==> config.mk <==
export PLATFORM = sky130hd
export DESIGN_NAME = multi_channel_heartbeat_watchdog
export DESIGN_NICKNAME = d
export VERILOG_FILES = /design/src/rtl/core/mchw_pkg.sv /design/src/rtl/core/multi_channel_heartbeat_watchdog.sv /design/src/rtl/core/mchw_ram.sv /design/src/rtl/core/mchw_ctrl.sv /design/src/rtl/core/mchw_dp.sv
export SDC_FILE = /design/constraint.sdc
export NUM_CORES = 1
export LEC_CHECK = 0
export BUFFER_PORTS_ARGS = -buffer_cell sky130_fd_sc_hd__buf_2
export CAP_MARGIN = 20
export CORE_ASPECT_RATIO = 0.8
export CORE_UTILIZATION = 40
export DETAILED_ROUTE_END_ITERATION = 10
export HOLD_SLACK_MARGIN = 0.02
export PLACE_DENSITY = 0.59
export SLEW_MARGIN = 0
export SYNTH_ARGS = -nofsm -noshare
export SYNTH_HDL_FRONTEND = slang
export SYNTH_SLANG_ARGS = --single-unit
==> constraint.sdc <==
create_clock -name clk -period 5.12 [get_ports clk]
set_input_delay 0.256 -clock clk [delete_from_list [all_inputs] [get_ports clk]]
set_output_delay 0.256 -clock clk [all_outputs]
set_load 0.005 [all_outputs]
==> src/rtl/core/mchw_pkg.sv <==
// Shared types and constants of the heartbeat watchdog.
// No dependencies.
`timescale 1ns / 1ps

package mchw_pkg;

    localparam int FUNC_W     = 3;
    localparam int WIDX_W     = 8;
    localparam int TIME_W     = 32;
    localparam int SINCE_W    = 17;
    localparam int ELAPSED_W  = 16;
    localparam int HUNG_W     = 4;
    localparam int CFG_IDX_W  = 2;
    localparam int CFG_DATA_W = 16;
    localparam int S_TDATA_W  = 8;
    localparam int M_TDATA_W  = 24;

    localparam logic [FUNC_W-1:0] FUNC_TICK     = 3'd0;
    localparam logic [FUNC_W-1:0] FUNC_REGISTER = 3'd1;
    localparam logic [FUNC_W-1:0] FUNC_BEAT     = 3'd2;
    localparam logic [FUNC_W-1:0] FUNC_ARM      = 3'd3;
    localparam logic [FUNC_W-1:0] FUNC_DISARM   = 3'd4;

    localparam logic [CFG_IDX_W-1:0] CFG_TIMEOUT      = 2'd0;
    localparam logic [CFG_IDX_W-1:0] CFG_COOLDOWN     = 2'd1;
    localparam logic [CFG_IDX_W-1:0] CFG_MAX_RESTARTS = 2'd2;
    localparam logic [CFG_IDX_W-1:0] CFG_CHECK_PERIOD = 2'd3;

    localparam logic [15:0] TIMEOUT_RST      = 16'd10;
    localparam logic [15:0] COOLDOWN_RST     = 16'd60;
    localparam logic [7:0]  MAX_RESTARTS_RST = 8'd3;
    localparam logic [7:0]  CHECK_PERIOD_RST = 8'd2;

    localparam logic [SINCE_W-1:0] SINCE_MAX = '1;

    typedef struct packed {
        logic accept;
        logic exec;
        logic read;
        logic capture;
        logic next;
        logic raise;
        logic load;
    } mchw_cmd_t;

    typedef struct packed {
        logic scan_due;
        logic count_zero;
        logic hit;
        logic last;
        logic out_free;
    } mchw_status_t;

endpackage

==> src/rtl/core/multi_channel_heartbeat_watchdog.sv <==
// Top level of the heartbeat watchdog: sequencer plus datapath.
// Depends on mchw_pkg, mchw_ctrl, mchw_dp.
//
//   group   direction  handshake           payload
//   s_*     in         s_tvalid/s_tready   tuser func, tdata worker_index
//   m_*     out        m_tvalid/m_tready   tdata result fields
//   cfg_*   in         cfg_we              cfg_index, cfg_data
//
// An event without a scan goes from accept through execute to the result register.
// A scanning tick adds one stamp RAM read and one compare per worker checked, and
// a raise step when a restart is raised; the scan stops at the first hung worker.
// The result register frees the next request while a result waits.
// Reset loads the config defaults and clears the control state; stamps read as zero until written.
`timescale 1ns / 1ps

module multi_channel_heartbeat_watchdog
    import mchw_pkg::*;
#(
    parameter int WORKER_SLOTS = 16
) (
    input  logic                  clk,
    input  logic                  rst_n,
    input  logic                  cfg_we,
    input  logic [CFG_IDX_W-1:0]  cfg_index,
    input  logic [CFG_DATA_W-1:0] cfg_data,
    input  logic                  s_tvalid,
    output logic                  s_tready,
    input  logic [S_TDATA_W-1:0]  s_tdata,   // [7:0] worker_index
    input  logic [FUNC_W-1:0]     s_tuser,   // [2:0] func
    output logic                  m_tvalid,
    input  logic                  m_tready,
    // [0] restart_now, [4:1] hung_worker, [20:5] hung_elapsed,
    // [21] restart_requested, [22] throttled, [23] monitoring
    output logic [M_TDATA_W-1:0]  m_tdata
);

    mchw_cmd_t    cmd;
    mchw_status_t status;

    mchw_ctrl u_ctrl (
        .clk      (clk),
        .rst_n    (rst_n),
        .s_tvalid (s_tvalid),
        .s_tready (s_tready),
        .status   (status),
        .cmd      (cmd)
    );

    mchw_dp #(
        .WORKER_SLOTS (WORKER_SLOTS)
    ) u_dp (
        .clk       (clk),
        .rst_n     (rst_n),
        .cfg_we    (cfg_we),
        .cfg_index (cfg_index),
        .cfg_data  (cfg_data),
        .s_tuser   (s_tuser),
        .s_tdata   (s_tdata),
        .m_tvalid  (m_tvalid),
        .m_tready  (m_tready),
        .m_tdata   (m_tdata),
        .cmd       (cmd),
        .status    (status)
    );

endmodule

==> src/rtl/core/mchw_ram.sv <==
// Generic single-write, single-read RAM with registered read data.
// No dependencies.
`timescale 1ns / 1ps

module mchw_ram #(
    parameter int WIDTH  = 32,
    parameter int DEPTH  = 16,
    parameter int ADDR_W = (DEPTH > 1) ? $clog2(DEPTH) : 1
) (
    input  logic              clk,
    input  logic              we,
    input  logic [ADDR_W-1:0] waddr,
    input  logic [WIDTH-1:0]  wdata,
    input  logic              re,
    input  logic [ADDR_W-1:0] raddr,
    output logic [WIDTH-1:0]  rdata
);

    logic [WIDTH-1:0] mem [DEPTH];

    always_ff @(posedge clk)
    begin
        if (we)
        begin
            mem[waddr] <= wdata;
        end
        if (re)
        begin
            rdata <= mem[raddr];
        end
    end

endmodule

==> src/rtl/core/mchw_ctrl.sv <==
// Sequencer of the heartbeat watchdog: accept, execute, scan, raise, deliver.
// Depends on mchw_pkg.
`timescale 1ns / 1ps

module mchw_ctrl
    import mchw_pkg::*;
(
    input  logic         clk,
    input  logic         rst_n,
    input  logic         s_tvalid,
    output logic         s_tready,
    input  mchw_status_t status,
    output mchw_cmd_t    cmd
);

    localparam logic [2:0] ST_IDLE  = 3'd0;
    localparam logic [2:0] ST_EXEC  = 3'd1;
    localparam logic [2:0] ST_READ  = 3'd2;
    localparam logic [2:0] ST_CMP   = 3'd3;
    localparam logic [2:0] ST_RAISE = 3'd4;
    localparam logic [2:0] ST_FIN   = 3'd5;

    logic [2:0] state_reg;
    logic [2:0] state_next;

    assign s_tready = (state_reg == ST_IDLE);

    always_comb
    begin
        state_next = state_reg;
        cmd        = '0;
        unique case (state_reg)
            ST_IDLE:
            begin
                if (s_tvalid)
                begin
                    cmd.accept = 1'b1;
                    state_next = ST_EXEC;
                end
            end
            ST_EXEC:
            begin
                cmd.exec = 1'b1;
                if (status.scan_due && !status.count_zero)
                begin
                    state_next = ST_READ;
                end
                else
                begin
                    state_next = ST_FIN;
                end
            end
            ST_READ:
            begin
                cmd.read   = 1'b1;
                state_next = ST_CMP;
            end
            ST_CMP:
            begin
                priority if (status.hit)
                begin
                    cmd.capture = 1'b1;
                    state_next  = ST_RAISE;
                end
                else if (status.last)
                begin
                    state_next = ST_FIN;
                end
                else
                begin
                    cmd.next   = 1'b1;
                    state_next = ST_READ;
                end
            end
            ST_RAISE:
            begin
                cmd.raise  = 1'b1;
                state_next = ST_FIN;
            end
            ST_FIN:
            begin
                if (status.out_free)
                begin
                    cmd.load   = 1'b1;
                    state_next = ST_IDLE;
                end
            end
            default:
            begin
                state_next = ST_IDLE;
            end
        endcase
    end

    always_ff @(posedge clk or negedge rst_n)
    begin
        if (!rst_n)
        begin
            state_reg <= ST_IDLE;
        end
        else
        begin
            state_reg <= state_next;
        end
    end

endmodule

==> src/rtl/core/mchw_dp.sv <==
// Datapath of the heartbeat watchdog: clock, stamps, restart throttle, result register.
// Depends on mchw_pkg and mchw_ram.
`timescale 1ns / 1ps

module mchw_dp
    import mchw_pkg::*;
#(
    parameter int WORKER_SLOTS = 16
) (
    input  logic                  clk,
    input  logic                  rst_n,
    input  logic                  cfg_we,
    input  logic [CFG_IDX_W-1:0]  cfg_index,
    input  logic [CFG_DATA_W-1:0] cfg_data,
    input  logic [FUNC_W-1:0]     s_tuser,
    input  logic [S_TDATA_W-1:0]  s_tdata,
    output logic                  m_tvalid,
    input  logic                  m_tready,
    output logic [M_TDATA_W-1:0]  m_tdata,
    input  mchw_cmd_t             cmd,
    output mchw_status_t          status
);

    localparam int IDX_W = (WORKER_SLOTS > 1) ? $clog2(WORKER_SLOTS) : 1;
    localparam int CNT_W = $clog2(WORKER_SLOTS + 1);

    logic [15:0]            timeout_reg, timeout_next;
    logic [15:0]            cooldown_reg, cooldown_next;
    logic [7:0]             max_reg, max_next;
    logic [7:0]             period_reg, period_next;
    logic [TIME_W-1:0]      clock_reg, clock_next;
    logic [CNT_W-1:0]       count_reg, count_next;
    logic [7:0]             phase_reg, phase_next;
    logic                   armed_reg, armed_next;
    logic [7:0]             rapid_reg, rapid_next;
    logic [SINCE_W-1:0]     since_reg, since_next;
    logic [15:0]            hold_reg, hold_next;
    logic                   req_reg, req_next;
    logic [HUNG_W-1:0]      pworker_reg, pworker_next;
    logic [ELAPSED_W-1:0]   pelapsed_reg, pelapsed_next;
    logic                   fire_reg, fire_next;
    logic [WORKER_SLOTS-1:0] valid_reg, valid_next;
    logic                   rd_valid_reg, rd_valid_next;
    logic                   out_valid_reg, out_valid_next;
    logic [M_TDATA_W-1:0]   out_data_reg, out_data_next;
    logic [FUNC_W-1:0]      func_reg, func_next;
    logic [WIDX_W-1:0]      idx_reg, idx_next;
    logic [IDX_W-1:0]       scan_reg, scan_next;

    logic [7:0]        phase_inc;
    logic [7:0]        rapid_inc;
    logic [7:0]        scan_ext;
    logic              tick;
    logic              in_range;
    logic              scan_due;
    logic              ram_we;
    logic [TIME_W-1:0] ram_rdata;
    logic [TIME_W-1:0] beat_val;
    logic [TIME_W-1:0] quiet;
    logic              hit;

    mchw_ram #(
        .WIDTH  (TIME_W),
        .DEPTH  (WORKER_SLOTS),
        .ADDR_W (IDX_W)
    ) u_beat_ram (
        .clk   (clk),
        .we    (ram_we),
        .waddr (idx_reg[IDX_W-1:0]),
        .wdata (clock_reg),
        .re    (cmd.read),
        .raddr (scan_reg),
        .rdata (ram_rdata)
    );

    assign tick      = (func_reg == FUNC_TICK);
    assign in_range  = ({1'b0, idx_reg} < 9'(WORKER_SLOTS));
    assign phase_inc = (phase_reg != 8'hFF) ? phase_reg + 8'd1 : phase_reg;
    assign rapid_inc = (rapid_reg != 8'hFF) ? rapid_reg + 8'd1 : rapid_reg;
    assign scan_due  = tick && (hold_reg == 16'd0) && armed_reg && (phase_inc >= period_reg);
    assign ram_we    = cmd.exec && in_range
                       && ((func_reg == FUNC_REGISTER) || (func_reg == FUNC_BEAT));
    assign beat_val  = rd_valid_reg ? ram_rdata : '0;
    assign quiet     = clock_reg - beat_val;
    assign hit       = (quiet > {16'd0, timeout_reg});
    assign scan_ext  = 8'(scan_reg);

    assign status.scan_due   = scan_due;
    assign status.count_zero = (count_reg == '0);
    assign status.hit        = hit;
    assign status.last       = ((CNT_W'(scan_reg) + CNT_W'(1)) == count_reg);
    assign status.out_free   = !out_valid_reg || m_tready;

    assign m_tvalid = out_valid_reg;
    assign m_tdata  = out_data_reg;

    always_comb
    begin
        timeout_next   = timeout_reg;
        cooldown_next  = cooldown_reg;
        max_next       = max_reg;
        period_next    = period_reg;
        clock_next     = clock_reg;
        count_next     = count_reg;
        phase_next     = phase_reg;
        armed_next     = armed_reg;
        rapid_next     = rapid_reg;
        since_next     = since_reg;
        hold_next      = hold_reg;
        req_next       = req_reg;
        pworker_next   = pworker_reg;
        pelapsed_next  = pelapsed_reg;
        fire_next      = fire_reg;
        valid_next     = valid_reg;
        rd_valid_next  = rd_valid_reg;
        out_valid_next = out_valid_reg;
        out_data_next  = out_data_reg;
        func_next      = func_reg;
        idx_next       = idx_reg;
        scan_next      = scan_reg;

        if (cfg_we)
        begin
            unique case (cfg_index)
                CFG_TIMEOUT:      timeout_next  = cfg_data;
                CFG_COOLDOWN:     cooldown_next = cfg_data;
                CFG_MAX_RESTARTS: max_next      = cfg_data[7:0];
                CFG_CHECK_PERIOD: period_next   = cfg_data[7:0];
                default:          timeout_next  = timeout_reg;
            endcase
        end

        if (cmd.accept)
        begin
            func_next = s_tuser;
            idx_next  = s_tdata[WIDX_W-1:0];
        end

        if (cmd.exec)
        begin
            fire_next = 1'b0;
            unique case (func_reg)
                FUNC_TICK:
                begin
                    clock_next = clock_reg + 32'd1;
                    if (since_reg != SINCE_MAX)
                    begin
                        since_next = since_reg + 17'd1;
                    end
                    if (hold_reg != 16'd0)
                    begin
                        hold_next = hold_reg - 16'd1;
                        fire_next = (hold_reg == 16'd1);
                    end
                    else if (armed_reg)
                    begin
                        phase_next = scan_due ? 8'd0 : phase_inc;
                        scan_next  = '0;
                    end
                end
                FUNC_REGISTER:
                begin
                    if (in_range)
                    begin
                        valid_next[idx_reg[IDX_W-1:0]] = 1'b1;
                        if (count_reg < CNT_W'(WORKER_SLOTS))
                        begin
                            count_next = count_reg + CNT_W'(1);
                        end
                    end
                end
                FUNC_BEAT:
                begin
                    if (in_range)
                    begin
                        valid_next[idx_reg[IDX_W-1:0]] = 1'b1;
                    end
                end
                FUNC_ARM:
                begin
                    armed_next = 1'b1;
                    phase_next = 8'd0;
                end
                FUNC_DISARM:
                begin
                    armed_next = 1'b0;
                end
                default:
                begin
                    armed_next = armed_reg;
                end
            endcase
        end

        if (cmd.read)
        begin
            rd_valid_next = valid_reg[scan_reg];
        end

        if (cmd.next)
        begin
            scan_next = scan_reg + IDX_W'(1);
        end

        if (cmd.capture)
        begin
            pworker_next  = scan_ext[HUNG_W-1:0];
            pelapsed_next = (quiet[31:16] != 16'd0) ? 16'hFFFF : quiet[15:0];
            armed_next    = 1'b0;
        end

        if (cmd.raise)
        begin
            since_next = '0;
            fire_next  = 1'b1;
            if ({1'b0, since_reg} < {2'b0, cooldown_reg})
            begin
                if (rapid_inc >= max_reg)
                begin
                    rapid_next = 8'd0;
                    hold_next  = cooldown_reg;
                    fire_next  = (cooldown_reg == 16'd0);
                end
                else
                begin
                    rapid_next = rapid_inc;
                end
            end
            else
            begin
                rapid_next = 8'd1;
            end
        end

        if ((cmd.exec || cmd.raise) && fire_next)
        begin
            req_next = 1'b1;
        end

        if (cmd.load)
        begin
            out_valid_next = 1'b1;
            out_data_next  = {armed_reg, (hold_reg != 16'd0), req_reg,
                              pelapsed_reg, pworker_reg, fire_reg};
        end
        else if (m_tready)
        begin
            out_valid_next = 1'b0;
        end
    end

    always_ff @(posedge clk or negedge rst_n)
    begin
        if (!rst_n)
        begin
            timeout_reg   <= TIMEOUT_RST;
            cooldown_reg  <= COOLDOWN_RST;
            max_reg       <= MAX_RESTARTS_RST;
            period_reg    <= CHECK_PERIOD_RST;
            clock_reg     <= '0;
            count_reg     <= '0;
            phase_reg     <= '0;
            armed_reg     <= 1'b0;
            rapid_reg     <= '0;
            since_reg     <= SINCE_MAX;
            hold_reg      <= '0;
            req_reg       <= 1'b0;
            pworker_reg   <= '0;
            pelapsed_reg  <= '0;
            fire_reg      <= 1'b0;
            valid_reg     <= '0;
            rd_valid_reg  <= 1'b0;
            out_valid_reg <= 1'b0;
        end
        else
        begin
            timeout_reg   <= timeout_next;
            cooldown_reg  <= cooldown_next;
            max_reg       <= max_next;
            period_reg    <= period_next;
            clock_reg     <= clock_next;
            count_reg     <= count_next;
            phase_reg     <= phase_next;
            armed_reg     <= armed_next;
            rapid_reg     <= rapid_next;
            since_reg     <= since_next;
            hold_reg      <= hold_next;
            req_reg       <= req_next;
            pworker_reg   <= pworker_next;
            pelapsed_reg  <= pelapsed_next;
            fire_reg      <= fire_next;
            valid_reg     <= valid_next;
            rd_valid_reg  <= rd_valid_next;
            out_valid_reg <= out_valid_next;
        end
    end

    always_ff @(posedge clk)
    begin
        out_data_reg <= out_data_next;
        func_reg     <= func_next;
        idx_reg      <= idx_next;
        scan_reg     <= scan_next;
    end

endmodule

# Yosys cells after proc, flatten, opt, wreduce, memory -nomap -nowiden
# Memories as Yosys holds them, arrays and structs flattened. A register that Yosys moved wholly into a read port is not among the register bits.
# Cells that the tools add are included.
# W data, S select, Z words.
[classes] n_addsub=9 order_cmp=9 n_eq_ne=22 n_mux=59 n_bitwise=1 n_reduce_logical=44
[op_table] op="$mux W16" n=7
[op_table] op="$mux W17" n=4
[op_table] op="$mux W8" n=7
[op_table] op="$add A32 B1 Y32 const B" n=1
[op_table] op="$gt A32 B16 Y1" n=1
[op_table] op="$logic_not A16 Y1" n=2
[op_table] op="$mux W32" n=1
[op_table] op="$reduce_bool A16 Y1" n=2
[op_table] op="$sub A32 B32 Y32" n=1
[op_table] op="$mux W1" n=24
[op_table] op="$mux W4" n=5
[op_table] op="$pmux W3 S6" n=1
[op_table] op="$reduce_bool A2 Y1" n=9
[op_table] op="$add A17 B1 Y17 const B" n=1
[op_table] op="$lt A17 B16 Y1" n=1
[op_table] op="$ne A17 B17 Y1 const B" n=1
[op_table] op="$add A8 B1 Y8 const B" n=2
[op_table] op="$eq A16 B1 Y1 const B" n=1
[op_table] op="$ge A8 B8 Y1" n=2
[op_table] op="$ne A8 B8 Y1 const B" n=2
[op_table] op="$or A16 B16 Y16" n=1
[op_table] op="$pmux W8 S2" n=1
[op_table] op="$sub A16 B1 Y16 const B" n=1
[op_table] op="$mux W3" n=5
[op_table] op="other kinds (30)" n=61
[word_totals] reg_bits=217 ram_bits=512 inputBits=34 out_inout_bits=26 wordCells=168 mem_count=1
[memory_table] memory="u_dp.u_beat_ram.mem" words=16 width=32 read_ports=1 rd_clocked_by_memory_dff=1 wr=1 line_no="mchw_ram.sv:19" source="logic [WIDTH-1:0] mem [DEPTH];"

# Depth between registers and ports, before layout
[depth] word_depth=8 ltp_mapped=21 depth_no_buf=19

# By module
# A second synthesis with hierarchy kept.
[unflattened] cells_unflattened=2139 area_unflattened_um2=33114.3
[modules_own_cells] module="mchw_ram" instances=1 cells_per_inst=838 area_each_um2=20174.3 seq_area_each_um2=16335.7
[modules_own_cells] module="mchw_dp" instances=1 cells_per_inst=1265 area_each_um2=12653.4 seq_area_each_um2=5582.9
[modules_own_cells] module="mchw_ctrl" instances=1 cells_per_inst=36 area_each_um2=286.5 seq_area_each_um2=75.1

# Least setup slack after synthesis
# OpenSTA, ideal clock, no wires.
[synth_path] path_kind="register -> register" start="reg u_dp.rd_valid_reg" end="reg u_dp.scan_reg[0], enable pin" t_arrival_ps=3935 setup_slack_ps=877 stages_incl_launch_ff=18 path_buffers=2 period_less_slack_ps=4243 path_cell_list="dfrtp_1 -> clkbuf_1 -> clkbuf_1 -> nand2_1 -> ha_1 -> and2_4 -> a221oi_2 -> nand2_1 -> xor2_1 -> ha_1 -> a21o_1 -> a21o_1 -> a21oi_1 -> o21ai_0 -> a221o_1 -> o21ai_0 -> or4b_4 -> nand2_1"
[synth_between] elab_chain_len=7 word_cells_on_any_way=10 cone_classes="1 x add/sub; 1 x order compare; 1 x eq/ne; 3 x mux; 4 x reduce/logical"
[synth_rtl] element="from (decl)" line_no="mchw_dp.sv:43" source="logic rd_valid_reg, rd_valid_next;"
[synth_rtl] element="from (signal assigned)" line_no="mchw_dp.sv:293" source="rd_valid_reg <= rd_valid_next;"
[synth_rtl] element="$mux W32 *" line_no="mchw_dp.sv:83" source="assign beat_val = rd_valid_reg ? ram_rdata : '0;"
[synth_rtl] element="$sub A32 B32 Y32 *" line_no="mchw_dp.sv:84" source="assign quiet = clock_reg - beat_val;"
[synth_rtl] element="$gt A32 B16 Y1 *" line_no="mchw_dp.sv:85" source="assign hit = (quiet > {16'd0, timeout_reg});"
[synth_rtl] element="$mux W1 *" line_no="mchw_ctrl.sv:60" source="priority if (status.hit)"
[synth_rtl] element="$mux W2 *" line_no="mchw_ctrl.sv:32" source="unique case (state_reg)"
[synth_rtl] element="$ne A2 B2 Y1 (no source line) / $reduce_bool A2 Y1 (equally long branches)"
[synth_rtl] element="$reduce_and A4 Y1 (no source line) *"
[synth_rtl] element="to (signal assigned)" line_no="mchw_dp.sv:303" source="scan_reg <= scan_next;"
[synth_rtl] element="to (decl)" line_no="mchw_dp.sv:48" source="logic [IDX_W-1:0] scan_reg, scan_next;"
# Mark *: on every way between the ends. The rest lies on a longest branch, timed or not.
# A chain may end at the register's enable or synchronous reset.

# Final worst setup path
[layout_path] start="reg u_dp.clock_reg[0]" end="reg u_dp.scan_reg[1], enable pin"
[layout_between] elab_chain_len=6 word_cells_on_any_way=9 cone_classes="1 x add/sub; 1 x order compare; 1 x eq/ne; 2 x mux; 4 x reduce/logical"
[layout_rtl] element="from (decl)" line_no="mchw_dp.sv:31" source="logic [TIME_W-1:0] clock_reg, clock_next;"
[layout_rtl] element="from (signal assigned)" line_no="mchw_dp.sv:281" source="clock_reg <= clock_next;"
[layout_rtl] element="$sub A32 B32 Y32 *" line_no="mchw_dp.sv:84"
[layout_rtl] element="$gt A32 B16 Y1 *" line_no="mchw_dp.sv:85"
[layout_rtl] element="$mux W1 *" line_no="mchw_ctrl.sv:60"
[layout_rtl] element="$mux W2 *" line_no="mchw_ctrl.sv:32"
[layout_rtl] element="$ne A2 B2 Y1 (no source line) / $reduce_bool A2 Y1 (equally long branches)"
[layout_rtl] element="$reduce_and A4 Y1 (no source line) *"
# Marks and branches as above.

==> summary.md <==
| Metric | Value |
|---|---|
| Min-Delay Startpoint | `s_tvalid` |
| Share of cells above drive strength 1 | `23.3%` |
| Fin. Hold Viols | `0` |
| Non-filler cells, final | `3358` |
| Longest Clk Path Bufs | `3` |
| Worst relative slew slack | `18.4%` |
| Max Clock Skew | `44.7 ps` |
| Final min period | `4900 ps` |
| EDFF count, synth | `583` |
| Syn_nets | `2174` |
| Clock Root Buffer | `clkbuf_16` |
| Placed instance count | `3185` |
| Setup TNS | `0 ps` |
| Gpl congestion | `0.915` |
| Final WS setup | `216 ps` |
| Design area | `37900 sq um` |
| Worst Tran Pin Value | `1220 ps` |
| CTS tree | `built` |
| Slowest-stage cell, CP | `or4b_4` |
| Synthesis warning total | `0` |
| Crit path DAT | `5230 ps` |
| DRC Markers | `0` |
| CP Launch Type | `flip-flop` |
| Multi-input gate area | `10500 sq um` |
| Hold_buf cts | `29` |
| Fillers | `6975` |
| Crit path max-delay family | `compound AO/OA/AOI/OAI gates` |
| Commonest non-fill, non-tap cell in the layout | `edfxtp_1` |
| Die width | `323 microns` |
| Cell Pwr Density | `394 nW/um^2` |
| Core box area | `81100 sq um` |
| TritonCTS Buffers | `78` |
| First-pass GRT wire length | `122000 microns` |
| Max Fclk | `0.204 GHz` |
| Final Cycle Share | `95.8%` |
| Most common cell on crit path | `inv_1` |
| Die area | `83600 sq um` |
| H-tree level count | `3` |
| Library cells used by synthesis | `86` |
| Slowest Stage Delay on Critical Path | `570 ps` |
| Overall Global Routing Usage | `19.8%` |
| Worst r2r src | `u_dp.clock_reg[0]` |
| Max-cap violations | `0` |
| First-pass iteration count of the detailed router | `5` |
| Crit Path Max Fanout | `19` |
| Postcts setup bufs | `0` |
| P_leak | `12.5 nW` |
| Setup CP Type | `flip-flop to flip-flop` |
| Starting DRC count in detailed routing | `1915` |
| R2R Setup Slk | `220 ps` |
| Vias/cell | `5.56` |
| Type of destination of the critical path | `flip-flop` |
| Layout Utilization | `46.7%` |
| Cell chain of the critical path | `inv_1 -> ha_1 -> inv_1 -> fa_1 -> a211oi_2 -> o21ai_2 -> a221oi_4 -> o311ai_1 -> a221oi_2 -> xor2_1 -> nor4b_1 -> nand3_1 -> or4b_4 -> nand2_1` |
| Total Routed Length | `80600 microns` |
| Gate Count Post-Synth | `2051` |
| CP bufs+invs | `2` |
| Vias in the first global route | `19100` |
| Req. time, crit path | `5450 ps` |
| Final-report setup violation count | `0` |
| Final Max Slew Viols | `0` |
| Max reg flops | `512` |
| Post-layout nets | `2325` |
| Initial Util | `40.7%` |
| Ports | `60` |
| Site Rows | `93` |
| Clk_lat worst skew | `640 ps` |
| DPL Wire Length | `48500 microns` |
| Sequential area share after synthesis | `66.7%` |
| Ys async rst share | `23.4%` |
| Yosys top cell area share | `53.1%` |
| Register Area | `22000 sq um` |
| Worst setup path startpoint | `u_dp.clock_reg[0]` |
| Initial antenna violation count | `0` |
| GRT overflow | `0` |
| Hold Path Class | `input pin to flip-flop` |
| Cts repair resizes | `0` |
| Commonest cells after routing, fill and taps aside | `583 x edfxtp_1, 165 x mux4_2, 152 x dfrtp_1, 145 x nand2_1, 98 x nor2_1` |
| Buffers added on ports | `59` |
| Syn Area/Cell | `16.1 sq um` |
| Area growth from synthesis to layout | `14.8%` |
| Worst-path clk slew | `60 ps` |
| DP Worst Slack | `349 ps` |
| Clk sink count | `761` |
| Via total after detailed routing | `18700` |
| WL per Instance | `24.0 microns` |
| ANT cells | `0` |
| Die H | `259 microns` |
| Yosys top cell by area | `edfxtp_1` |
| RSZ-0062 raised after global routing | `no` |
| Largest net degree at the start of global routing | `135` |
| Synth top area cells | `edfxtp_1 53%, dfrtp_1 12%, mux4_2 11%` |
| Cell Area, Placed | `35000 sq um` |
| Antenna viol nets, final | `0` |
| VDD IR max | `0.296 mV` |
| Post-synthesis instance area | `33000 sq um` |
| Status | `finished clean` |
| Main synth FF type | `edfxtp_1` |
| Register bit total from synthesis | `761` |
[worst register-to-register path: stages, from the launching register on]
cell,delay [ps]
dfrtp_1,560
inv_1,190
ha_1,190
inv_1,60
fa_1,430
a211oi_2,230
o21ai_2,160
a221oi_4,490
o311ai_1,280
a221oi_2,310
xor2_1,430
nor4b_1,290
nand3_1,220
or4b_4,580
nand2_1,190
[worst paths after layout]
check                                       to  cells past startpoint
min                        u_ctrl.state_reg[0]                      6
max reg2reg                   u_dp.scan_reg[1]                     14
min reg2reg                   u_dp.m_tdata[21]                      0
max in group asynchronous   u_dp.clock_reg[13]                      3
min in group asynchronous    u_dp.rapid_reg[2]                      2
max                           u_dp.scan_reg[1]                     14
[area by class of cell]
| type | count | share of cell area [%] |
|---|---|---|
| clock buffers | 100 | 5.54 |
| clock inverters | 44 | 1.28 |
| well taps | 1092 | 3.61 |
| repair buffers | 147 | 3.00 |
| inverters | 72 | 0.713 |
| multi-input cells | 1142 | 27.8 |
| flip-flops and latches | 761 | 58.1 |
[Yosys cell counts (4+ instances only)]
cell	instances
nand2b_1	17
mux2_2	37
nor4_1	13
nand2_1	145
nand3_1	37
a31oi_1	12
buf_1	18
buf_2	12
nor2b_1	9
a22o_1	14
xor2_1	38
o31ai_1	4
xnor2_1	51
nand4_1	34
mux4_2	165
clkbuf_1	43
or4_1	6
and3_1	11
inv_1	72
a21boi_0	4
and2_1	6
or2_2	20
a211oi_1	8
edfxtp_1	583
a21o_1	30
o21ai_0	69
ha_1	88
dfstp_2	26
or3_1	14
o22ai_1	4
nor3_1	32
o22a_1	16
a21oi_1	53
nor2_1	111
dfrtp_1	152
o211ai_1	4
o21a_1	8
and4_1	6
[stage by stage]
| stage | total power, mW | hold slack (ps) |
|---|---|---|
| global route | 15.5 | 179 |
| finish | 14.9 | 132 |
| global placement | 9.24 | 381 |
| floorplan | 8.57 | -39.6 |
| detailed placement | 9.29 | 385 |
| CTS | 15.0 | 103 |
[report_power, final]
| group | switching, mW | internal [mW] |
|---|---|---|
| clock network | 2.39 | 3.32 |
| logic | 1.18 | 0.836 |
| registers | 0.238 | 6.95 |
| total | 3.80 | 11.1 |
[per-layer routing]
layer | up-vias | wire (microns) | GRT usage (%)
met2 | 542 | 36900 | 30.3
met5 | - | 0 | 0
li1 | 8304 | - | -
met4 | 0 | 1720 | 5.08
met3 | 110 | 4690 | 3.38
met1 | 9729 | 37300 | 29.2
[kinds of logic after synthesis]
family / after synthesis / share of synthesized area [%]
mux: 206 / 12.7
flops: 761 / 66.7
buf+inv: 148 / 1.79
compound gates: 274 / 5.80
xor+xnor: 89 / 2.36
simple gates: 484 / 7.29
fa+ha+maj: 89 / 3.40
(Power assumes the default switching activity.)
